<file path="src/sv/scba_pkg.sv">
// Shared types and constants for the size-class bitmap allocator.
`default_nettype none

package scba_pkg;

  // Field widths fixed by the interface
  localparam int REQ_W      = 32;
  localparam int HDR_W      = 12;
  localparam int STATUS_W   = 2;
  localparam int PAGE_W     = 4;
  localparam int SLOT_W     = 6;
  localparam int BLK_W      = 11;
  localparam int BIG_W      = 33;

  // Page table geometry; the page index port holds 16 entries
  localparam int PAGES      = 16;
  localparam int PAGE_BYTES = 4096;

  // Page table entry layout: class code above a 64-bit used map
  localparam int MAP_W      = 64;
  localparam int CLASS_W    = 3;
  localparam int ENTRY_W    = CLASS_W + MAP_W;
  localparam int SLOT_CNT_W = 7;

  // Smallest class is 64 bytes, largest small request is 1024 bytes
  localparam int MIN_CLASS_LOG = 6;
  localparam int MAX_CLASS     = 4;
  localparam logic [REQ_W-1:0] SMALL_LIMIT = 32'd1024;

  // Result status codes
  typedef logic [STATUS_W-1:0] status_t;
  localparam status_t ST_ZERO  = 2'd0;
  localparam status_t ST_GRANT = 2'd1;
  localparam status_t ST_BIG   = 2'd2;
  localparam status_t ST_FULL  = 2'd3;

  // Which result the datapath loads into its result register
  typedef enum logic [2:0] {
    RES_NONE,
    RES_ZERO,
    RES_FULL,
    RES_BIG,
    RES_GRANT
  } res_sel_t;

  // Controller to datapath
  typedef struct packed {
    logic     capture;
    logic     scan_init;
    logic     scan_issue;
    logic     take;
    logic     open_page;
    res_sel_t res_sel;
    logic     load_out;
  } dp_cmd_t;

  // Datapath to controller
  typedef struct packed {
    logic req_zero;
    logic req_big;
    logic none_open;
    logic hit;
    logic scan_done;
    logic table_full;
    logic no_slots;
    logic out_free;
  } dp_stat_t;

endpackage

`default_nettype wire

</file>
<file path="src/sv/scba_ram.sv">
// Generic single-write, single-read RAM with registered read data.
`default_nettype none

module scba_ram #(
  parameter int WIDTH = 8,
  parameter int DEPTH = 16
) (
  input  wire logic                                   clk,
  input  wire logic                                   wr_en,
  input  wire logic [((DEPTH > 1) ? $clog2(DEPTH) : 1)-1:0] wr_addr,
  input  wire logic [WIDTH-1:0]                       wr_data,
  input  wire logic                                   rd_en,
  input  wire logic [((DEPTH > 1) ? $clog2(DEPTH) : 1)-1:0] rd_addr,
  output logic      [WIDTH-1:0]                       rd_data
);

  logic [WIDTH-1:0] mem [DEPTH];

  always_ff @(posedge clk) begin
    if (wr_en) begin
      mem[wr_addr] <= wr_data;
    end
    if (rd_en) begin
      rd_data <= mem[rd_addr];
    end
  end

endmodule

`default_nettype wire

</file>
<file path="src/sv/scba_ctrl.sv">
// Sequencing state machine for the size-class bitmap allocator.
`default_nettype none

module scba_ctrl (
  input  wire logic               clk,
  input  wire logic               rst,
  input  wire logic               in_valid,
  output logic                    in_stall,
  input  wire scba_pkg::dp_stat_t stat,
  output scba_pkg::dp_cmd_t       cmd
);

  import scba_pkg::*;

  typedef enum logic [2:0] {
    S_IDLE,
    S_DECODE,
    S_SCAN,
    S_OPEN,
    S_PICK,
    S_BIG,
    S_EMIT
  } state_t;

  state_t state, state_next;

  // Input side takes a word only between requests
  assign in_stall = (state != S_IDLE);

  // Next state and datapath commands
  always_comb begin
    state_next = state;
    cmd        = '0;
    cmd.res_sel = RES_NONE;
    unique case (state)
      S_IDLE: begin
        if (in_valid) begin
          cmd.capture = 1'b1;
          state_next  = S_DECODE;
        end
      end
      S_DECODE: begin
        priority if (stat.req_zero) begin
          cmd.res_sel = RES_ZERO;
          state_next  = S_EMIT;
        end else if (stat.req_big) begin
          state_next = S_BIG;
        end else if (stat.none_open) begin
          state_next = S_OPEN;
        end else begin
          cmd.scan_init = 1'b1;
          state_next    = S_SCAN;
        end
      end
      S_SCAN: begin
        priority if (stat.hit) begin
          cmd.take   = 1'b1;
          state_next = S_PICK;
        end else if (stat.scan_done) begin
          state_next = S_OPEN;
        end else begin
          cmd.scan_issue = 1'b1;
        end
      end
      S_OPEN: begin
        if (stat.table_full || stat.no_slots) begin
          cmd.res_sel = RES_FULL;
          state_next  = S_EMIT;
        end else begin
          cmd.open_page = 1'b1;
          state_next    = S_PICK;
        end
      end
      S_PICK: begin
        cmd.res_sel = RES_GRANT;
        state_next  = S_EMIT;
      end
      S_BIG: begin
        cmd.res_sel = RES_BIG;
        state_next  = S_EMIT;
      end
      S_EMIT: begin
        if (stat.out_free) begin
          cmd.load_out = 1'b1;
          state_next   = S_IDLE;
        end
      end
      default: begin
        state_next = S_IDLE;
      end
    endcase
  end

  always_ff @(posedge clk) begin
    if (rst) begin
      state <= S_IDLE;
    end else begin
      state <= state_next;
    end
  end

endmodule

`default_nettype wire

</file>
<file path="src/sv/scba_dp.sv">
// Datapath: request decode, page table scan, slot pick, page rounding, output register.
`default_nettype none

module scba_dp #(
  parameter int SLOTS_MAX  = 64
) (
  input  wire logic                            clk,
  input  wire logic                            rst,
  input  wire scba_pkg::dp_cmd_t               cmd,
  output scba_pkg::dp_stat_t                   stat,
  input  wire logic                            cfg_we,
  input  wire logic [scba_pkg::HDR_W-1:0]      cfg_header,
  input  wire logic [scba_pkg::REQ_W-1:0]      req_in,
  input  wire logic                            out_stall,
  output logic                                 out_valid,
  output scba_pkg::status_t                    out_status,
  output logic      [scba_pkg::PAGE_W-1:0]     out_page,
  output logic      [scba_pkg::SLOT_W-1:0]     out_slot,
  output logic      [scba_pkg::BLK_W-1:0]      out_block,
  output logic      [scba_pkg::BIG_W-1:0]      out_big
);

  import scba_pkg::*;

  localparam int IDXW = (PAGES > 1) ? $clog2(PAGES) : 1;
  localparam int CNTW = $clog2(PAGES + 1);
  localparam int AVW  = $clog2(PAGE_BYTES + 1);
  localparam logic [CNTW-1:0]  PAGES_C  = CNTW'(PAGES);
  localparam logic [AVW-1:0]   PB_C     = AVW'(PAGE_BYTES);
  localparam logic [AVW-1:0]   SMAX_C   = AVW'(SLOTS_MAX);
  // Page size is a power of two, so rounding up is an add and a mask
  localparam logic [BIG_W-1:0] PAGE_MASK = BIG_W'(PAGE_BYTES - 1);

  // Configuration and table bookkeeping
  logic [HDR_W-1:0] header;
  logic [CNTW-1:0]  pages_open;

  // Captured request and its class
  logic [REQ_W-1:0]   req;
  logic [CLASS_W-1:0] code;

  // Scan pipeline
  logic [IDXW-1:0] ptr;
  logic [IDXW-1:0] pend_addr;
  logic            pend;
  logic            done_issue;

  // Chosen entry
  logic [IDXW-1:0]  found;
  logic [MAP_W-1:0] map_r;

  // Result held until the output register frees up
  status_t          res_status;
  logic [PAGE_W-1:0] res_page;
  logic [SLOT_W-1:0] res_slot;
  logic [BLK_W-1:0]  res_block;
  logic [BIG_W-1:0]  res_big;

  // RAM signals
  logic             ram_we;
  logic [ENTRY_W-1:0] ram_wdata;
  logic [ENTRY_W-1:0] ram_rdata;
  logic [CLASS_W-1:0] rd_class;
  logic [MAP_W-1:0]   rd_map;

  // New page geometry
  logic [AVW-1:0]        avail;
  logic [3:0]            shamt;
  logic [AVW-1:0]        slots_raw;
  logic [SLOT_CNT_W-1:0] slots;
  logic [MAP_W-1:0]      new_map;

  // Lowest free slot of the chosen page
  logic [SLOT_W-1:0] slot;
  logic [MAP_W-1:0]  slot_bit;

  scba_ram #(
    .WIDTH (ENTRY_W),
    .DEPTH (PAGES)
  ) u_table (
    .clk     (clk),
    .wr_en   (ram_we),
    .wr_addr (found),
    .wr_data (ram_wdata),
    .rd_en   (cmd.scan_issue),
    .rd_addr (ptr),
    .rd_data (ram_rdata)
  );

  assign rd_class = ram_rdata[ENTRY_W-1:MAP_W];
  assign rd_map   = ram_rdata[MAP_W-1:0];

  // Size class: smallest power of two from 64 up that holds the request
  always_comb begin
    priority if (req <= 32'd64) begin
      code = 3'd0;
    end else if (req <= 32'd128) begin
      code = 3'd1;
    end else if (req <= 32'd256) begin
      code = 3'd2;
    end else if (req <= 32'd512) begin
      code = 3'd3;
    end else begin
      code = CLASS_W'(MAX_CLASS);
    end
  end

  // Slot count of a fresh page; the 12-bit header is always below the page size
  always_comb begin
    avail     = PB_C - AVW'(header);
    shamt     = 4'(code) + 4'(MIN_CLASS_LOG);
    slots_raw = avail >> shamt;
    if (slots_raw > SMAX_C) begin
      slots = SLOT_CNT_W'(SLOTS_MAX);
    end else begin
      slots = SLOT_CNT_W'(slots_raw);
    end
    for (int i = 0; i < MAP_W; i++) begin
      new_map[i] = (SLOT_CNT_W'(i) >= slots);
    end
  end

  // Lowest clear bit of the chosen map
  always_comb begin
    slot = '0;
    for (int i = MAP_W - 1; i >= 0; i--) begin
      if (!map_r[i]) begin
        slot = SLOT_W'(i);
      end
    end
    slot_bit = MAP_W'(1) << slot;
  end

  assign ram_we    = (cmd.res_sel == RES_GRANT);
  assign ram_wdata = {code, map_r | slot_bit};

  // Status back to the controller
  always_comb begin
    stat.req_zero   = (req == '0);
    stat.req_big    = (req > SMALL_LIMIT);
    stat.none_open  = (pages_open == '0);
    stat.hit        = pend && (rd_class == code) && (rd_map != '1);
    stat.scan_done  = done_issue;
    stat.table_full = (pages_open == PAGES_C);
    stat.no_slots   = (slots == '0);
    stat.out_free   = !out_valid || !out_stall;
  end

  // Control registers
  always_ff @(posedge clk) begin
    if (rst) begin
      header     <= HDR_W'(32);
      pages_open <= '0;
      pend       <= 1'b0;
      done_issue <= 1'b0;
      out_valid  <= 1'b0;
    end else begin
      if (cfg_we) begin
        header <= cfg_header;
      end
      if (cmd.open_page) begin
        pages_open <= pages_open + CNTW'(1);
      end
      pend <= cmd.scan_issue;
      if (cmd.scan_init) begin
        done_issue <= 1'b0;
      end else if (cmd.scan_issue && (ptr == '0)) begin
        done_issue <= 1'b1;
      end
      if (cmd.load_out) begin
        out_valid <= 1'b1;
      end else if (out_valid && !out_stall) begin
        out_valid <= 1'b0;
      end
    end
  end

  // Payload registers
  always_ff @(posedge clk) begin
    if (cmd.capture) begin
      req <= req_in;
    end

    // Scan walks from the newest entry down to entry zero
    if (cmd.scan_init) begin
      ptr <= IDXW'(pages_open - CNTW'(1));
    end else if (cmd.scan_issue && (ptr != '0)) begin
      ptr <= ptr - IDXW'(1);
    end
    if (cmd.scan_issue) begin
      pend_addr <= ptr;
    end

    if (cmd.take) begin
      found <= pend_addr;
      map_r <= rd_map;
    end else if (cmd.open_page) begin
      found <= IDXW'(pages_open);
      map_r <= new_map;
    end

    // Result register
    unique case (cmd.res_sel)
      RES_ZERO, RES_FULL: begin
        res_status <= (cmd.res_sel == RES_ZERO) ? ST_ZERO : ST_FULL;
        res_page   <= '0;
        res_slot   <= '0;
        res_block  <= '0;
        res_big    <= '0;
      end
      RES_BIG: begin
        res_status <= ST_BIG;
        res_page   <= '0;
        res_slot   <= '0;
        res_block  <= '0;
        res_big    <= (BIG_W'(req) + PAGE_MASK) & ~PAGE_MASK;
      end
      RES_GRANT: begin
        res_status <= ST_GRANT;
        res_page   <= PAGE_W'(found);
        res_slot   <= slot;
        res_block  <= BLK_W'(64) << code;
        res_big    <= '0;
      end
      default: begin
      end
    endcase

    // Output word
    if (cmd.load_out) begin
      out_status <= res_status;
      out_page   <= res_page;
      out_slot   <= res_slot;
      out_block  <= res_block;
      out_big    <= res_big;
    end
  end

endmodule

`default_nettype wire

</file>
<file path="src/sv/size_class_bitmap_allocator.sv">
// Size-class bitmap slab allocator: top level joining controller, datapath and page table.
//
// Each input word is one allocation request (request_bytes). Each request gives
// exactly one output word: status, page_index, slot_index, block_bytes, big_bytes.
// A word moves on either channel at a clock edge where valid is high and stall low.
// in_stall is high from the cycle after a request is taken until its result is
// handed to the output register; the output register then holds the result while
// out_stall is high, and the next request is already taken and worked on.
// Path from acceptance to the output register, by kind of request:
//   zero size: decode, then emit; big request: decode, round (add and mask to a
//   page multiple), emit; small grant: decode, then a scan of the open pages from
//   the newest down, opening a new page if none matches, or straight to opening
//   one with no page open, then pick and emit; out of pages: the open step finds
//   the table full or no slot in a fresh page. While the output register still
//   holds the previous word, the result waits in the result register.
// header_bytes is written on the cfg channel (cfg_valid and cfg_ready, ready is
// always high); write it only between requests. Pages opened earlier keep the
// slot count they got.
// Reset (rst, synchronous) empties the page table, sets header_bytes to 32 and
// drops out_valid; entries past the open count are never read.
`default_nettype none

module size_class_bitmap_allocator #(
  parameter int SLOTS_MAX  = 64
) (
  input  wire logic        clk,
  input  wire logic        rst,
  input  wire logic        cfg_valid,
  output logic             cfg_ready,
  input  wire logic [11:0] header_bytes,
  input  wire logic        in_valid,
  output logic             in_stall,
  input  wire logic [31:0] request_bytes,
  output logic             out_valid,
  input  wire logic        out_stall,
  output logic [1:0]       status,
  output logic [3:0]       page_index,
  output logic [5:0]       slot_index,
  output logic [10:0]      block_bytes,
  output logic [32:0]      big_bytes
);

  import scba_pkg::*;

  dp_cmd_t  cmd;
  dp_stat_t stat;

  assign cfg_ready = 1'b1;

  scba_ctrl u_ctrl (
    .clk      (clk),
    .rst      (rst),
    .in_valid (in_valid),
    .in_stall (in_stall),
    .stat     (stat),
    .cmd      (cmd)
  );

  scba_dp #(
    .SLOTS_MAX  (SLOTS_MAX)
  ) u_dp (
    .clk        (clk),
    .rst        (rst),
    .cmd        (cmd),
    .stat       (stat),
    .cfg_we     (cfg_valid && cfg_ready),
    .cfg_header (header_bytes),
    .req_in     (request_bytes),
    .out_stall  (out_stall),
    .out_valid  (out_valid),
    .out_status (status),
    .out_page   (page_index),
    .out_slot   (slot_index),
    .out_block  (block_bytes),
    .out_big    (big_bytes)
  );

  // A taken request closes the input until its result is out
  a_accept_stalls: assert property (@(posedge clk) disable iff (rst)
    (in_valid && !in_stall) |=> in_stall)
    else $error("input not stalled after a request was taken");

  // Never overwrite a word the receiver has not taken
  a_load_free: assert property (@(posedge clk) disable iff (rst)
    cmd.load_out |-> stat.out_free)
    else $error("output register loaded while occupied");

  // A page is opened only when there is room and it holds a slot
  a_open_ok: assert property (@(posedge clk) disable iff (rst)
    cmd.open_page |-> (!stat.table_full && !stat.no_slots))
    else $error("page opened with table full or no slots");

  // Granted words carry a real size class
  a_grant_block: assert property (@(posedge clk) disable iff (rst)
    (out_valid && (status == ST_GRANT)) |-> (block_bytes >= 11'd64))
    else $error("granted slot without a size class");

endmodule

`default_nettype wire

</file>
<file path="config.mk">
export PLATFORM = sky130hd
export DESIGN_NAME = size_class_bitmap_allocator
export DESIGN_NICKNAME = d
export VERILOG_FILES = /design/src/sv/scba_pkg.sv /design/src/sv/scba_ram.sv /design/src/sv/scba_ctrl.sv /design/src/sv/scba_dp.sv /design/src/sv/size_class_bitmap_allocator.sv
export SDC_FILE = /design/constraint.sdc
export NUM_CORES = 1
export LEC_CHECK = 0
export CAP_MARGIN = 10
export CORE_MARGIN = 3
export CORE_UTILIZATION = 40
export DETAILED_ROUTE_END_ITERATION = 6
export DONT_BUFFER_PORTS = 1
export GPL_TIMING_DRIVEN = 0
export PLACE_DENSITY = 0.51
export SYNTH_ARGS = -nofsm -noshare
export SYNTH_HDL_FRONTEND = slang
export SYNTH_HIERARCHICAL = 1
export SYNTH_SLANG_ARGS = --single-unit
</file>
<file path="constraint.sdc">
create_clock -name clk -period 23.4 [get_ports clk]
set_input_delay 3.51 -clock clk [delete_from_list [all_inputs] [get_ports clk]]
set_output_delay 3.51 -clock clk [all_outputs]
set_load 0.05 [all_outputs]
</file>
Yosys cells after proc, flatten, opt, wreduce, memory -nomap -nowiden --
Memories as Yosys holds them, arrays and structs flattened. A register that Yosys moved wholly into a read port is not among the register bits. Cells that the tools add are included.
Operators by class: add/sub/neg operators 6, bitwise gates (word level) 1, reduce and logical (&&, ||, !) cells 28, multiply operators 0, divide/modulo/power cells 0, order comparisons 70, equality and inequality tests 16, muxes and demuxes 111, shifts and indexed selects 3
Operators with widths (count):
- 6-bit two-way mux | 64
- 6-bit by 7-bit greater-or-equal comparator with 1-bit output (first input constant) | 32
- 64-bit two-way mux | 2
- 5-bit by 7-bit greater-or-equal comparator with 1-bit output (first input constant) | 16
- 33-bit one-hot mux with 2 select lines | 1
- 64-bit != test (second input constant) | 1
- 64-bit OR | 1
- 1-bit by 6-bit << shifter with 64-bit output (first input constant) | 1
- 4-bit by 7-bit greater-or-equal comparator with 1-bit output (first input constant) | 8
- 32-bit by 12-bit adder with 33-bit output (second input constant) | 1
- 32-bit by 11-bit > comparator with 1-bit output (second input constant) | 1
- 32-bit by 10-bit <= comparator with 1-bit output (second input constant) | 1
- 32-bit by 7-bit <= comparator with 1-bit output (second input constant) | 1
- 32-bit by 8-bit <= comparator with 1-bit output (second input constant) | 1
- 32-bit by 9-bit <= comparator with 1-bit output (second input constant) | 1
- 32-bit zero test | 1
- 3-bit two-way mux | 10
- 3-bit by 7-bit greater-or-equal comparator with 1-bit output (first input constant) | 4
- 11-bit one-hot mux with 2 select lines | 1
- 1-bit two-way mux | 19
- 3-bit one-hot mux with 6 select lines | 1
- 4-bit two-way mux | 4
- 1-bit by 7-bit greater-or-equal comparator with 1-bit output (first input constant) | 2
- 2-bit by 7-bit greater-or-equal comparator with 1-bit output (first input constant) | 2
- 33 further kinds | 59
Storage, ports and cells: memories kept 1, word-level logic and storage cells 257, output and inout port bits 59, memory bits (read-only) 0, input port bits 49, register bits 243, memory bits (writable) 1072, latch bits 0
Memory list:
- u_dp.u_table.mem | depth 16, bits a word 67, rd ports 1, clocked after Yosys merged registers in 1, wr ports 1, RTL line scba_ram.sv:17 | logic [WIDTH-1:0] mem [DEPTH];

Longest topological paths before layout --
Gate-level depths: netlist of run 1.
depth after elaboration 66, depth in mapped cells 19, depth with buffers taken out 18

Modules after synthesis --
The synthesis of run 1 kept the hierarchy.
By module, submodules not included:
- scba_ram | instances 1, area each 42075.4 sq um, sequential area each 34202.8 sq um, cells each 1724
- scba_dp | instances 1, area each 10914.2 sq um, sequential area each 5925.7 sq um, cells each 1059
- scba_ctrl | instances 1, area each 309.0 sq um, sequential area each 60.1 sq um, cells each 42
- size_class_bitmap_allocator | instances 1, area each 11.3 sq um, sequential area each 0.0 sq um, cells each 2

Worst setup path before layout of run 1 --
Ideal clock, no wire load.
kind register -> register, start point register u_dp.req[1], end point memory u_dp/u_table/mem[0][0] (netlist bit) (enable), setup time 574 ps, slack 13966 ps, cell stages (with the launch flop) 20, arrival 8859 ps, buffers on the path 2, cell sequence edfxtp_1 -> or4_4 -> buf_6 -> o221a_2 -> nor2_1 -> buf_2 -> mux2_2 -> a221oi_1 -> a221o_1 -> nor2_4 -> nand2_1 -> nor2_1 -> nor2_1 -> nor3_1 -> o21a_1 -> nor2_1 -> nand2_1 -> inv_1 -> or3b_2 -> nor3_1
RTL lines:
- from (decl) | RTL line scba_dp.sv:39 | logic [REQ_W-1:0] req;
- from (signal assigned) | RTL line scba_dp.sv:181 | req <= req_in;
- to (decl) | RTL line scba_ram.sv:17

==> summary.md, run 1 <==
| Metric | Value |
|---|---|
| CP Class | `reg2reg` |
| Slew Viols, Final | `0` |
| Deepest clock path buffer count | `3` |
| Slew @ Worst Pin | `1.19 ns` |
| CTS H-tree depth | `4` |
| Syn Area/Cell | `18.9 um^2` |
| Detailed Route Iter0 Violations | `2788` |
| Synth top area share | `0.745` |
| CP most frequent cell | `nor2_1` |
| Num CTS Buffers | `around 150` |
| Clk pwr share | `0.404` |
| Top post-synthesis cells by area | `edfxtp_1, mux4_2, a22oi_1` |
| IO buf count | `0` |
| Post-synthesis mux area share | `0.118` |
| GRT met1 Usage | `0.296` |
| Crit path to | `u_dp/u_table/mem[0][47]` |
| Switching share of power | `0.228` |
| Router iterations before antenna repair | `6` |
| Main combinational cell family by area after synthesis | `multiplexers` |
| Combinational share of power | `0.058` |
| Post-synth EDFFs | `1323` |
| Layout Nets | `3157` |
| Leak | `19.2 nW` |
| Worst R2R Path Depth | `23` |
| Seq pwr share | `0.538` |
| Place WS | `14.57 ns` |
| Clk Latency, worst-skew pair | `between 0.7 and 0.8 ns` |
| Highest clock rate | `between 100 and 150 MHz` |
| Vias in the first global route | `29507` |
| Worst reg2reg startpoint | `u_dp/req[17]` |
| Met2 Use GR | `0.368` |
| WP data required | `23.87 ns` |
| Post-DRT Antenna Nets | `0` |
| Critical-path cell list | `nor4_1 > nand3_1 > nor2_1 > nand2_1 > inv_1 > o21ai_1 > o21ai_1 > nor2_1 > nand2_1 > nor2_1 > nor2_1 > nor3_1 > o21a_1 > nor2_1 > nand2_1 > inv_1 > or3b_2 > nor3_2 > buf_8 > buf_6 > buf_6 > buf_8 > buf_6` |
| Max-Cap Viols | `0` |
| Net switching power | `1.22 mW` |
| Worst vdd rail ir drop | `0.0537 mV` |
| Pwr per Cell Area | `between 80 and 90 mW/mm^2` |
| Outcome | `complete, no violations` |
| Fraction of layout cells with a size suffix above 1 | `0.211` |
| GR Util met3 | `0.0417` |
| Core Area | `0.132 mm^2` |
| Clock tree from TritonCTS | `built` |
| Synth warn | `6` |
| Drt drc | `0` |
| Crit path max-delay cell type | `nor4_1` |
| Seq/Total Area, Yosys | `0.754` |
| Period utilization | `0.381` |
| Clock sink count | `1346` |
| Area delta synth->final | `16.0%` |
| Routed Wire Length | `151000 um` |
| Critical path capture point type | `flip-flop` |
| Clock root buffer | `clkbuf_16` |
| WP data arrival | `9.40 ns` |
| Fin crit period | `8.93 ns` |
| Reg-to-Reg End | `u_dp/u_table/mem[0][47]` |
| Internal power | `4.13 mW` |
| Mapped Area | `0.0533 mm^2` |
| GP Congestion | `0.923` |
| Async SR Flop Fraction | `0` |
| Post_cts resized | `0` |
| Die Area | `0.138 mm^2` |
| Starting Density | `0.404` |
| First-pass GRT wire length | `215000 um` |
| Largest net degree at the start of global routing | `64` |
| Hold Crit Class | `reg2reg` |
| DIE HEIGHT | `371 um` |
| Cells after Synth | `about 2800` |
| Fill count | `11090` |
| Worst setup margin | `14.47 ns` |
| Hold buffer count at cts | `0` |
| Adder-Cell Fraction of Synth Area | `0.000892` |
| Worst path bufs/invs | `7` |
| CP Launch Type | `flip-flop` |
| Critical Path Start | `u_dp/req[17]` |
| Ys flop type | `edfxtp_1` |
| Area leader, netlist | `edfxtp_1` |
| Xor and xnor area share after synthesis | `0.00476` |
| Initial antenna violation count | `2` |
| Vias | `28896` |
| Setup TNS | `0 ns` |
| Die W | `371 um` |
| Relative slew slack | `0.206` |
| Setup slack, reg-to-reg | `roughly 14 ns` |
| Setup Skew | `0.0301 ns` |
| Gr usage total | `0.221` |
| Worst-path fanout max | `17` |
| Vias per std cell | `5.81` |
| Boundary Pins | `around 110` |
| RSZ-0062 raised after global routing | `no` |
| DP Wirelength | `103000 um` |
| Distinct cell type count after synthesis | `about 90` |
| Synthesized-area fraction occupied by and/or/nand/nor cells | `0.0512` |
| # Post-CTS Setup Buffers | `0` |
| Routed len/inst | `between 30 and 40 um` |
| Yosys reg bits | `~1300` |
| Busiest grt layer | `met2` |
| Synth Area in Compound Gates | `0.0540` |
| CP delay by family, top | `simple AND/OR/NAND/NOR gates` |
| Final setup fails | `0` |
| Row count | `133` |
| Final Hold Fails | `0` |
| Grt total ovfl | `0` |
| Clk slew on worst S/H paths | `about 0.06 ns` |
| Worst path max stage delay | `between 0.6 and 0.7 ns` |
| CP Depth | `23` |
[per-layer routing]
layer,share of wire,up-vias
met5,0,-
met4,0.024,0
met3,0.067,213
met2,0.49,1128
met1,0.42,15410
li1,-,12145
[Yosys cell counts, types with 7 or more instances]
library cell	n
a21o_1	47
a21oi_1	43
a22oi_1	134
a2bb2oi_1	8
a31oi_1	15
and2_1	8
and3_1	16
and4_1	9
buf_1	21
buf_2	18
buf_4	42
clkbuf_1	64
dfxtp_1	23
edfxtp_1	1323
inv_1	38
mux2i_1	19
mux4_2	268
nand2_1	204
nand2b_1	14
nand3_1	30
nand4_1	47
nor2_1	125
nor2b_1	12
nor3_1	32
nor4_1	16
o211ai_1	7
o21ai_0	56
o21bai_1	12
or3_1	7
xnor2_1	14
xor2_1	15
[layout by cell type, fill, tap and decap left out, types with 47 or more instances in the layout]
cell	synthesis	final
o21ai_0	56	54
nand4_1	47	47
mux4_2	268	268
edfxtp_1	1323	1323
buf_4	42	47
a21o_1	47	47
clkbuf_1	64	97
a22oi_1	134	134
clkbuf_16	0	148
nor2_1	125	113
nand2_1	204	204
[worst min path at each step]
stage / endpoint / cells past startpoint / slack (ns) / start
2_1_floorplan: u_dp/out_big[12] / 0 / 0.40 / u_dp/res_big[12]
3_3_place_gp: u_dp/out_big[19] / 0 / 0.40 / u_dp/res_big[19]
3_5_place_dp: u_dp/out_big[15] / 0 / 0.40 / u_dp/res_big[15]
4_1_cts: u_dp/out_status[0] / 0 / 0.41 / u_dp/res_status[0]
5_1_grt: u_dp/out_big[26] / 0 / 0.41 / u_dp/res_big[26]
6_report: u_dp/out_status[0] / 0 / 0.41 / u_dp/res_status[0]
[per-stage QoR]
step / power, mW / cell area [um^2] / utilization / hold WS (ns) / instances
final: 5.35 / 61800 / 0.469 / 0.412 / 4974
after CTS: 5.41 / 61800 / 0.468 / 0.412 / 4968
after floorplan: 3.08 / 53400 / - / 0.400 / 2859
after detailed placement: 3.24 / 57300 / 0.435 / 0.405 / 4710
after global placement: 3.21 / 55600 / 0.422 / 0.400 / 4614
after global routing: 5.54 / 61800 / 0.469 / 0.411 / 4971
[power by group through the flow]
stage	logic [mW]	registers, mW	clock network, mW
CTS	0.309	2.88	2.22
global route	0.332	2.89	2.32
detailed placement	0.307	2.93	0
global placement	0.260	2.95	0
finish	0.308	2.88	2.16
floorplan	0.181	2.90	0
[worst register-to-register path: stages (launching register included)]
cell and delay, ns:
edfxtp_1 0.48, nor4_1 0.68, nand3_1 0.28, nor2_1 0.49
nand2_1 0.39, inv_1 0.50, o21ai_1 0.33, o21ai_1 0.65
nor2_1 0.27, nand2_1 0.31, nor2_1 0.12, nor2_1 0.25
nor3_1 0.08, o21a_1 0.23, nor2_1 0.54, nand2_1 0.47
inv_1 0.35, or3b_2 0.60, nor3_2 0.67, buf_8 0.24
buf_6 0.20, buf_6 0.18, buf_8 0.16, buf_6 0.18
[flip-flops by register name, summed over array words and instances (netlist names), 5 cells and up]
register,count
u_dp/header,12
u_dp/map_r,64
u_dp/out_big,21
u_dp/out_block,5
u_dp/out_slot,6
u_dp/pages_open,5
u_dp/req,32
u_dp/res_big,21
u_dp/res_block,5
u_dp/res_slot,6
u_dp/u_table/mem,1072
u_dp/u_table/rd_data,67
[cells by family (layout without fill, tap and decap cells)]
logic type               after synthesis  count (layout)
buffers and inverters                188             545
multiplexers                         292             292
AO/OA/AOI/OAI                        403             403
XOR/XNOR                              29              29
flip-flops                          1346            1346
AND/OR/NAND/NOR                      562             562
adder cells (fa/ha/maj)                4               4
other                                  3              38
[cell type report]
| type | instances | area (um^2) | share of cell area |
|---|---|---|---|
| inverters | 39 | 146 | 0.00237 |
| diodes | 3 | 7.51 | 0.000121 |
| flip-flops and latches | 1346 | 40200 | 0.650 |
| clock inverters | 76 | 637 | 0.0103 |
| clock buffers | 182 | 3830 | 0.0619 |
| plain buffers | 149 | 771 | 0.0125 |
| multi-input cells | 1325 | 12500 | 0.201 |
| repair buffers | 99 | 1610 | 0.0260 |
| well taps | 1755 | 2200 | 0.0355 |
(Power assumes the default switching activity.)
==> run 2, diff against run 1 <==
==> constraint.sdc (replaced) <==
create_clock -name clk -period 9 [get_ports clk]
set_input_delay 1.35 -clock clk [delete_from_list [all_inputs] [get_ports clk]]
set_output_delay 1.35 -clock clk [all_outputs]
set_load 0.05 [all_outputs]
==> summary.md, run 2 (synthesis gave the netlist of run 1 again) <==
| Metric | Value |
|---|---|
| Final Hold Fails | `0` |
| Reg-to-Reg End | `u_dp/u_table/mem[0][53]` |
| Worst R2R Path Depth | `20` |
| Router iterations before antenna repair | `5` |
| Layout Cells excl Fill | `4958` |
| Fin area | `0.0620 mm^2` |
| Layout Nets | `~3100` |
| Routed len/inst | `30.2 um` |
| Largest registers | `u_dp/u_table/mem x1072, u_dp/u_table/rd_data x67, u_dp/map_r x64` |
| Setup slack, reg-to-reg | `0.48 ns` |
| Leak | `between 15 and 20 nW` |
| Largest net degree at the start of global routing | `58` |
| CP Class | `reg2reg` |
| Crit path to | `u_dp/u_table/mem[0][53]` |
| Critical path capture point type | `flip-flop` |
| Routed Wire Length | `150000 um` |
| Clk Latency, worst-skew pair | `around 0.79 ns` |
| Hold_sp | `u_dp/res_page[3]` |
| Slew @ Worst Pin | `1.34 ns` |
| Fin crit period | `8.52 ns` |
| Clock sink count | `approximately 1300` |
| Clk slew on worst S/H paths | `0.06 ns` |
| Setup TNS | `0 ns` |
| Hold Crit Class | `reg2reg` |
| Largest register FFs | `1072` |
| Vias | `28706` |
| RSZ-0062 raised after global routing | `no` |
| Final setup fails | `0` |
| Area delta synth->final | `16.2%` |
| Gr usage total | `0.219` |
| Worst-path fanout max | `17` |
| First-pass GRT wire length | `215000 um` |
| Max-Cap Viols | `0` |
| Deepest clock path buffer count | `3` |
| Detailed Route Iter0 Violations | `2994` |
| Critical Path Start | `u_dp/req[23]` |
| Area after DPL | `0.0573 mm^2` |
| DIE HEIGHT | `371 um` |
| Row count | `133` |
| Fraction of layout cells with a size suffix above 1 | `0.209` |
| Most common cell after layout, fill and taps aside | `edfxtp_1` |
| Leading cell types in the layout, fill and taps excluded | `edfxtp_1, mux4_2, nand2_1` |
| Clock root buffer | `clkbuf_16` |
| Num CTS Buffers | `145` |
| Boundary Pins | `roughly 110` |
| Relative slew slack | `0.106` |
| Clock tree from TritonCTS | `built` |
| Outcome | `complete, no violations` |
| Inst Count DP | `4689` |
| CP Launch Type | `flip-flop` |
| Post-DRT Antenna Nets | `0` |
| Setup Skew | `0.0264 ns` |
| Core Area | `0.132 mm^2` |
| Slew Viols, Final | `0` |
| Grt total ovfl | `0` |
| Fill count | `11122` |
| Die Area | `0.138 mm^2` |
| Period utilization | `0.947` |
| Vias in the first global route | `29246` |
| IO buf count | `0` |
| Die W | `371 um` |
| Pwr per Cell Area | `around 230 mW/mm^2` |
| WP data arrival | `9.00 ns` |
| Largest reg by FF count | `u_dp/u_table/mem` |
| Drt drc | `0` |
| Worst reg2reg startpoint | `u_dp/req[23]` |
| Initial antenna violation count | `3` |
| GP Congestion | `approximately 0.93` |
| Vias per std cell | `5.79` |
| WP data required | `9.47 ns` |
| Worst vdd rail ir drop | `roughly 0.16 mV` |
| DP Wirelength | `102000 um` |
| CTS H-tree depth | `4` |
| Hold buffer count at cts | `0` |
| Starting Density | `0.404` |
| Highest clock rate | `117 MHz` |
run 2: cell count changes in the layout (fill, tap and decap cells not counted), sizes merged:
cell,previous run,this run
diode,3,1
buf,183,162
clkinv,58,66
bufinv,7,10
clkbuf,247,245
inv,46,44
run 2: report_power, final:
group          switching (mW)  internal [mW]
combinational           0.554          0.233
clock                    2.43           3.37
sequential              0.214           7.28
total                    3.20           10.9
run 2: routing by layer:
metal / GRT usage / wire length, um
met1: 0.298 / 63100
met5: 0 / 17
met3: 0.0438 / 9600
met2: 0.358 / 72600
met4: 0.0660 / 4310
run 2: area by class of cell:
cell class | count | area [um^2] | area share
flip-flops and latches | 1346 | 40200 | 0.649
multi-input cells | 1325 | 12500 | 0.202
clock buffers | 181 | 3900 | 0.0629
well taps | 1755 | 2200 | 0.0354
repair buffers | 77 | 1520 | 0.0245
plain buffers | 149 | 771 | 0.0124
clock inverters | 85 | 752 | 0.0121
inverters | 39 | 146 | 0.00236
diodes | 1 | 2.50 | 0.0000404
run 2: stage by stage:
stage / hold WS, ns / setup slack (ns) / util / power (mW)
2_1_floorplan: 0.400 / 0.978 / - / 8.02
6_report: 0.416 / 0.479 / 0.470 / 14.1
3_3_place_gp: 0.401 / -5.19 / 0.422 / 8.34
5_1_grt: 0.421 / 0.140 / 0.469 / 14.6
3_5_place_dp: 0.405 / 0.476 / 0.434 / 8.40
4_1_cts: 0.415 / 0.440 / 0.469 / 14.2
run 2: worst min-delay path by stage:
stage | end | cells after the start
2_1_floorplan | u_dp/out_big[12] | 0
3_3_place_gp | u_dp/out_big[17] | 0
3_5_place_dp | u_dp/out_page[3] | 0
4_1_cts | u_dp/out_page[3] | 0
5_1_grt | u_dp/out_big[25] | 0
6_report | u_dp/out_page[3] | 0
run 2: worst max-delay path: stages (launching register included):
cell and delay, ns:
edfxtp_1 0.51, nor4_1 0.68, nand3_1 0.25, nor2_1 0.45, nand2_1 0.30, inv_1 0.48
o21ai_1 0.34, o21ai_1 0.66, nor2_1 0.27, nand2_1 0.32, nor2_1 0.10, nor2_1 0.28
nor3_1 0.08, o21a_1 0.24, nor2_1 0.53, nand2_1 0.48, inv_1 0.34, or3b_2 0.61
nor3_4 0.77, buf_8 0.27, buf_16 0.18
run 2: repair_timing:
action	4_1_cts	5_1_grt
hold endpoints to repair	0	0
gates resized for setup	0	0
setup buffers	0	1
setup endpoints to repair	0	13
==> run 3, diff against run 2 <==
--- a/config.mk
+++ b/config.mk
@@ -12,6 +12,7 @@
 export DONT_BUFFER_PORTS = 1
 export GPL_TIMING_DRIVEN = 0
 export PLACE_DENSITY = 0.51
+export RECOVER_POWER = 50
 export SYNTH_ARGS = -nofsm -noshare
 export SYNTH_HDL_FRONTEND = slang
 export SYNTH_HIERARCHICAL = 1
==> summary.md, run 3 (synthesis gave the netlist of run 1 again) <==
| Metric | Value |
|---|---|
| First-pass GRT wire length | `215000 um` |
| Highest clock rate | `118 MHz` |
| Largest register FFs | `1072` |
| Leak | `19.1 nW` |
| Initial antenna violation count | `2` |
| Post_cts resized | `0` |
| Vias per std cell | `5.80` |
| Boundary Pins | `108` |
| DP Wirelength | `~100000 um` |
| Critical-path cell list | `nor4_1 > nand3_1 > nor2_1 > nand2_1 > inv_1 > o21ai_1 > o21ai_1 > nor2_1 > nand2_1 > nor2_1 > nor2_1 > nor3_1 > o21a_1 > nor2_1 > nand2_1 > inv_1 > or3b_2 > nor3_4 > buf_8 > buf_16` |
| Routed Wire Length | `150000 um` |
| CP delay by family, top | `simple AND/OR/NAND/NOR gates` |
| Pwr Total | `14.1 mW` |
| Hold buffer count at cts | `0` |
| Period utilization | `0.940` |
| Internal power | `between 10 and 15 mW` |
| WP data arrival | `8.93 ns` |
| Net switching power | `3.20 mW` |
| CP Launch Type | `flip-flop` |
| Final Hold Fails | `0` |
| Largest net degree at the start of global routing | `58` |
| Hold Crit Class | `reg2reg` |
| Largest reg by FF count | `u_dp/u_table/mem` |
| Hold WS | `0.416 ns` |
| Clk slew on worst S/H paths | `0.06 ns` |
| Leading cell types in the layout, fill and taps excluded | `edfxtp_1, mux4_2, nand2_1` |
| Crit path max-delay cell type | `nor3_4` |
| GP Congestion | `0.931` |
| Row count | `between 100 and 150` |
| CP most frequent cell | `nor2_1` |
| Switching share of power | `0.227` |
| Post-DRT Antenna Nets | `0` |
| Worst setup margin | `0.537 ns` |
| CP Depth | `20` |
| Vias in the first global route | `29246` |
| Router iterations before antenna repair | `7` |
| Inst Count DP | `4689` |
| Routed len/inst | `30.2 um` |
| Vias | `28769` |
| Grt total ovfl | `0` |
| Max-Cap Viols | `3` |
| CP Class | `reg2reg` |
| # Post-CTS Setup Buffers | `0` |
| Die Area | `0.138 mm^2` |
| Deepest clock path buffer count | `3` |
| Setup slack, reg-to-reg | `0.54 ns` |
| Layout Cells excl Fill | `4959` |
| Core Area | `0.132 mm^2` |
| WHS Path Cells | `0` |
| Drt drc | `0` |
| Clock root buffer | `clkbuf_16` |
| Worst path bufs/invs | `4` |
| Fin crit period | `8.46 ns` |
| Seq pwr share | `0.533` |
| IO buf count | `0` |
| Pwr per Cell Area | `227 mW/mm^2` |
| CTS H-tree depth | `4` |
| Slew Viols, Final | `53` |
| Outcome | `finished with violations` |
| Die W | `371 um` |
| Worst R2R Path Depth | `20` |
| Worst-path fanout max | `17` |
| Clk Latency, worst-skew pair | `around 0.78 ns` |
| Fraction of layout cells with a size suffix above 1 | `0.202` |
| DIE HEIGHT | `371 um` |
| Setup Skew | `~0.029 ns` |
| Worst vdd rail ir drop | `between 0.15 and 0.2 mV` |
| Clock tree from TritonCTS | `built` |
| Combinational share of power | `0.055` |
| Largest registers | `u_dp/u_table/mem x1072, u_dp/u_table/rd_data x67, u_dp/map_r x64` |
| Relative slew slack | `-0.205` |
| WP data required | `9.47 ns` |
| Gr usage total | `0.219` |
| Violated checks | `capacitance limit, slew limit` |
| Place WS | `about 0.48 ns` |
| Starting Density | `0.404` |
| Detailed Route Iter0 Violations | `2916` |
| Critical path capture point type | `flip-flop` |
| Worst path max stage delay | `0.76 ns` |
| Final setup fails | `0` |
| Area delta synth->final | `16.1%` |
| Most common cell after layout, fill and taps aside | `edfxtp_1` |
| Slew @ Worst Pin | `1.79 ns` |
| Clock sink count | `1346` |
| Clk pwr share | `0.412` |
| Layout Nets | `3135` |
| Num CTS Buffers | `145` |
| RSZ-0062 raised after global routing | `no` |
| Finished Core Util | `0.469` |
[run 3: per-stage QoR]
stage	TNS [ns]	cell area, um^2
3_3_place_gp	-5176.93	55600
2_1_floorplan	0	53500
3_5_place_dp	0	57300
6_report	0	61900
5_1_grt	0	61900
4_1_cts	0	61900
[run 3: final timing paths]
check                   startpoint                 endpoint
setup reg to reg      u_dp/req[23]  u_dp/u_table/mem[0][53]
setup / recovery      u_dp/req[23]  u_dp/u_table/mem[0][53]
hold reg to reg   u_dp/res_page[3]         u_dp/out_page[3]
hold / removal    u_dp/res_page[3]         u_dp/out_page[3]
[run 3: routing by layer]
layer,track usage,up-vias,part of all wire
met1,0.298,15347,0.42
met3,0.0438,228,0.065
met5,0,-,0.00011
li1,-,12106,-
met4,0.0660,2,0.029
met2,0.358,1086,0.49
[run 3: layout make-up]
type / count / area, um^2
Antenna cell: 2 / 5.00
Buffer: 149 / 749
Clock buffer: 181 / 3900
Clock inverter: 85 / 752
Fill cell: 11134 / 70100
Inverter: 39 / 146
Multi-Input combinational cell: 1325 / 12500
Sequential cell: 1346 / 40200
Tap cell: 1755 / 2200
Timing Repair Buffer: 77 / 1470
[run 3: power by group through the flow]
stage          clock [mW]  sequential, mW  combinational (mW)
2_1_floorplan           0            7.55               0.470
3_3_place_gp            0            7.66               0.679
3_5_place_dp            0            7.61               0.789
4_1_cts              5.95            7.49               0.793
5_1_grt              6.21            7.51               0.839
6_report             5.80            7.49               0.775
